$ cat src/design/cts_pkg.sv
`default_nettype none
package cts_pkg;
  localparam int MaxTasks = 8;
  localparam int QueueDepth = 16;
  localparam int TaskW = 3;
  localparam int PtrW = 4;
  localparam int FillW = 5;
  localparam logic [15:0] SleepForeverCode = 16'hFFFF;
  localparam logic [15:0] TimerMsgType = 16'd1;

  localparam logic [2:0] ActPoll = 3'd0;
  localparam logic [2:0] ActReturn = 3'd1;
  localparam logic [2:0] ActSleep = 3'd2;
  localparam logic [2:0] ActTick = 3'd3;
  localparam logic [2:0] ActSend = 3'd4;
  localparam logic [2:0] ActWake = 3'd5;

  localparam logic [1:0] KindResume = 2'd0;
  localparam logic [1:0] KindMsg = 2'd1;
  localparam logic [1:0] KindTimer = 2'd2;

  localparam logic [0:0] CfgTaskCount = 1'b0;
  localparam logic [0:0] CfgQueueCap = 1'b1;

  typedef struct packed {
    logic [15:0] countdown;
    logic timer_event;
    logic asleep;
    logic restart_pending;
    logic [15:0] wake_code;
    logic [PtrW-1:0] head;
    logic [PtrW-1:0] tail;
    logic [FillW-1:0] fill;
  } task_rec_t;

  typedef struct packed {
    logic [2:0] action;
    logic [2:0] target_task;
    logic [15:0] delay;
    logic keep_switching;
    logic [15:0] msg_kind;
    logic [15:0] short_param;
    logic [31:0] long_param;
    logic [15:0] wake_value;
  } in_word_t;

  typedef struct packed {
    logic dispatched;
    logic [2:0] task_index;
    logic [1:0] call_kind;
    logic [15:0] out_msg_kind;
    logic [15:0] out_short_param;
    logic [31:0] out_long_param;
    logic [15:0] out_wake_code;
    logic send_accepted;
  } out_word_t;
endpackage
`default_nettype wire

$ cat src/design/cts_task_mem.sv
`default_nettype none
module cts_task_mem import cts_pkg::*; (
  input  wire logic clk_i,
  input  wire logic [TaskW-1:0] raddr_i,
  output logic [$bits(task_rec_t)-1:0] rdata_o,
  input  wire logic we_i,
  input  wire logic [TaskW-1:0] waddr_i,
  input  wire logic [$bits(task_rec_t)-1:0] wdata_i
);
  logic [$bits(task_rec_t)-1:0] mem [MaxTasks];
  always_ff @(posedge clk_i) begin
    if (we_i) mem[waddr_i] <= wdata_i;
    rdata_o <= mem[raddr_i];
  end
endmodule
`default_nettype wire

$ cat config.mk
export PLATFORM = sky130hd
export DESIGN_NAME = cts_task_mem
export DESIGN_NICKNAME = d
export VERILOG_FILES = /design/src/design/cts_pkg.sv /design/src/design/cts_task_mem.sv
export SDC_FILE = /design/constraint.sdc
export NUM_CORES = 1
export LEC_CHECK = 0
export ABC_CLOCK_PERIOD_IN_PS = 11400
export BUFFER_PORTS_ARGS = -buffer_cell sky130_fd_sc_hd__buf_2
export CAP_MARGIN = 20
export CORE_MARGIN = 4
export CORE_UTILIZATION = 45
export CTS_BUF_LIST = sky130_fd_sc_hd__clkbuf_16
export DETAILED_ROUTE_END_ITERATION = 10
export GPL_ROUTABILITY_DRIVEN = 0
export PLACE_DENSITY = 0.66
export REMOVE_ABC_BUFFERS = 1
export SLEW_MARGIN = 15
export SYNTH_ARGS = -nofsm -noshare
export SYNTH_HDL_FRONTEND = slang
export SYNTH_SLANG_ARGS = --single-unit
$ cat constraint.sdc
create_clock -name clk_i -period 11.4 [get_ports clk_i]
set_input_delay 1.71 -clock clk_i [delete_from_list [all_inputs] [get_ports clk_i]]
set_output_delay 1.71 -clock clk_i [all_outputs]
set_load 0.02 [all_outputs]
==> metrics.sh <==
RUN_STATUS='complete, no violations'
CTS_ROOT_BUF='sky130_fd_sc_hd__clkbuf_16'
DETAIL_ROUTE.WL_PER_CELL_MICRONS=23.79
IOPINCOUNT=104
SYNTH_EDF_COUNT=384
POSTSYNTHAREAPERCELL_SQ_UM=25.36
DIEAREA_SQ_UM=37760
TIMING.FINAL.WS_SETUP_PS=7764
TIMING_WORST_SETUP_PATH_TYPE='in -> reg'
TIMING.HOLD.WORST_ENDPOINT='rdata_o[8]'
FINAL.PERIOD_UTILIZATION=0.3189
SYNTH-SEQ-CELLS=432
FP.DIEH_MICRONS=194.3
DIE_WIDTH_MICRONS=194.3
DRT.ANTENNA.VIOLATING_NETS=0
CTS_HTREE_LEVELS=2
FINAL-MAX-SLEW-VIOLATION-COUNT=0
P_INT_mW=2.695
SYNTHTOLAYOUTAREAGROWTH_PCT=15.61
ROUTED_VIA_DENSITY=5.285
SLEW_OF_THE_PIN_WITH_THE_LOWEST_SLEW_MARGIN_PS=1025
VIA_COUNT=6517
SYNTH.TOP_CELLS.BY_COUNT='sky130_fd_sc_hd__edfxtp_1 (384), sky130_fd_sc_hd__mux4_2 (93), sky130_fd_sc_hd__dfxtp_1 (48), sky130_fd_sc_hd__mux2_4 (40), sky130_fd_sc_hd__buf_2 (12)'
POST-SYNTH-TOP-AREA-FRACTION=0.7382
TIMING.HOLD.WORST_PATH_DEPTH=2
TIGHTEST_HOLD_CHECK_TYPE='reg -> reg'
SYNTH.AREA.TOP_CELLS='sky130_fd_sc_hd__edfxtp_1 (74%), sky130_fd_sc_hd__mux4_2 (13%), sky130_fd_sc_hd__dfxtp_1 (6.2%)'
MAXIMUM_NUMBER_OF_PINS_ON_ONE_NET_BEFORE_GLOBAL_ROUTE_REPAIR=72
LAYOUT.NETS=805
DRC=0
YOSYS.CELL_TYPES.COUNT=14
HOLD_PATH_STARTPOINT='mem[2][8]'
MAPPEDNETLISTAREA_SQ_UM=15620
POSTSYNTHCELLCOUNT=616
TOTALPOWERFINAL_mW=3.385
GRT_FIRST_PASS_WIRELENGTH_MM=44.75
CTS.REPAIR_TIMING.SETUP_BUFFER_COUNT=0
IO_BUFFERS=103
POSTLAYOUTCELLAREA_SQ_UM=18060
TOTAL_SWITCHING_POWER_mW=0.6902
TRITONCTS='done'
P_SEQ_FRAC=0.534
WORSTSETUPSTARTPOINTTYPE='primary input'
POST-ROUTE-MIN-PERIOD_PS=3636
CRITICAL_PATH.ENDPOINT_TYPE='register'
CLK_LATENCY_PS=540
CTS_BUFS_INSERTED=44
FILL_CELLS=2597
SETUP_TOTAL_NEGATIVE_SLACK_PS=0
INITIAL_CORE_UTILIZATION=0.4612
FF2FF_SETUP_SLACK_PS=10140
SYNTH_AREA_LEADER_CELL='sky130_fd_sc_hd__edfxtp_1'
R2R-END='rdata_o[0]'
CTSRESIZECOUNT=0
POSTCTSHOLDBUFS=0
DP_AREA_SQ_UM=16640
DR.FIRST_ITER.DRC_COUNT=474
LEAKAGE_nW=6.110
SETUP_VIOL=0
SLEW-LIMIT-HEADROOM=0.3164
DRIVE_GT1_FRAC=0.4133
CTSLONGESTPATHBUFFERS=3
1ST_PASS_ROUTER_ITERATIONS=4
POWER_DENSITY_nW_PER_UM2=187.4
TRACK_USAGE=0.1565
TIMING.CRITICAL_PATH.CELLS='buf_6 > buf_4 > mux4_1 > mux2_4'
CRITICAL_PATH.TOP_DELAY_FAMILY='buffers and inverters'
WORSTPATHMAXFANOUT=57
ASYNC_RESET_FF_FRAC=0
VDD_IR_DROP_MAX_mV=0.1315
CLOCK_TRANSITION_TIME_AT_THE_FLIP_FLOP_CLOCK_PINS_OF_THE_WORST_SETUP_AND_HOLD_PATHS_PS=60
GRT_ANTENNA_BEFORE_REPAIR=5
VIAS_IN_THE_FIRST_GLOBAL_ROUTE=7228
GRT.OVERFLOW.TOTAL=0
TIMING.CRITICAL_PATH.BUF_INV=2
POST_ROUTE_SKEW_PS=19.69
DETAILED_PLACE_HPWL_MM=15.02
CP.REQUIRED_PS=11810
DOMINANTREGCELLSYNTH='sky130_fd_sc_hd__edfxtp_1'
POWER_FRAC_CLOCK=0.409
YOSYS.CELL_COUNT.TOP_TYPE='sky130_fd_sc_hd__edfxtp_1'
WORSTPATHARRIVAL_PS=4050
SINK_COUNT=432
ROW_COUNT=67
CRIT_PATH_TOP_DELAY_CELL='sky130_fd_sc_hd__buf_4'
CRITICAL_PATH.MAX_STAGE_DELAY_PS=760
R2R_START='mem[5][0]'
YOSYS_WARNINGS=0
YOSYSSEQAREASHARE=0.7997
FP.COREAREA_SQ_UM=33870
FMAX_MHz=275.1
COMB_POWER_SHARE=0.057
SETUP_REPAIR_AFTER_GLOBAL_ROUTING_MISSED_ITS_MARGIN='false'
TIMING.REG2REG.WORST_PATH_DEPTH=2
PLACE_WS_PS=7111
HOLD_VIOL=0
MAX-CAP-VIOLATIONS=0
SWITCHING_SHARE=0.2039
ROUTED_WIRELENGTH_MM=29.34
[final cells by class]
type | count | area (sq um) | share of cell area
diodes | 1 | 2.502 | 0.0001386
clock buffers | 44 | 1101 | 0.06097
clock inverters | 37 | 315.3 | 0.01746
multi-input cells | 157 | 2978 | 0.1649
flip-flops and latches | 432 | 12490 | 0.6917
well taps | 448 | 560.5 | 0.03104
repair buffers | 114 | 609.3 | 0.03374
[tightest hold or removal path, cell delays in order (launching register included)]
cell,delay (ps)
sky130_fd_sc_hd__edfxtp_1,310
sky130_fd_sc_hd__mux4_2,220
sky130_fd_sc_hd__mux2_4,130
[how the worst max path moves through the flow]
| stage | slack [ps] | to | startpoint | depth (start not counted) |
|---|---|---|---|---|
| after global routing | 7520 | rdata_o[38] | raddr_i[0] | 4 |
| final | 7760 | rdata_o[21] | raddr_i[0] | 4 |
| after global placement | 7150 | rdata_o[31] | raddr_i[0] | 4 |
| after floorplan | 5720 | mem[0][0] | waddr_i[2] | 2 |
| after CTS | 7680 | rdata_o[21] | raddr_i[0] | 4 |
| after detailed placement | 7110 | rdata_o[21] | raddr_i[0] | 4 |
[logic make-up after synthesis]
group                  Yosys count  share of synthesized area
and+or+nand+nor                 13                   0.003765
muxes                          144                     0.1834
buffers and inverters           27                    0.01314
DFF                            432                     0.7997
[layer usage]
| layer | up-vias | wire length, microns | share of wire | track usage |
|---|---|---|---|---|
| met5 | - | 35 | 0.0012 | 0 |
| met2 | 148 | 14910 | 0.51 | 0.2645 |
| met3 | 54 | 1268 | 0.043 | 0.03341 |
| li1 | 2865 | - | - | - |
| met1 | 3444 | 12540 | 0.43 | 0.2105 |
| met4 | 6 | 587 | 0.020 | 0.03984 |
[cells in the final DEF (no fill, tap or decap), types with 6 or more instances in the layout]
cell,synthesis,final
sky130_fd_sc_hd__edfxtp_1,384,384
sky130_fd_sc_hd__buf_2,12,100
sky130_fd_sc_hd__mux4_2,93,93
sky130_fd_sc_hd__dfxtp_1,48,48
sky130_fd_sc_hd__clkbuf_16,0,44
sky130_fd_sc_hd__mux2_4,40,40
sky130_fd_sc_hd__inv_1,0,15
sky130_fd_sc_hd__buf_4,0,13
sky130_fd_sc_hd__mux2_2,8,8
sky130_fd_sc_hd__nor2_4,0,6
[power groups by stage]
stage | logic, mW | registers (mW) | clock network [mW]
4_1_cts | 0.199 | 1.81 | 1.42
3_5_place_dp | 0.198 | 1.84 | 0
5_1_grt | 0.209 | 1.81 | 1.50
3_3_place_gp | 0.193 | 1.84 | 0
2_1_floorplan | 0.0849 | 1.86 | 0
6_report | 0.194 | 1.81 | 1.38
[sequential cells by signal (all words and copies together), names as in the netlist]
register and cells:
rdata_o 48, mem 384
[stage by stage]
stage                     hold slack (ps)  cells    util
final                               676.3   1233  0.5332
after global routing                694.8   1233  0.5332
after CTS                           682.0   1232  0.5331
after detailed placement            670.4   1151  0.4913
after global placement              660.7   1151  0.4913
after floorplan                     646.5    589       -
(Power assumes the default switching activity.)
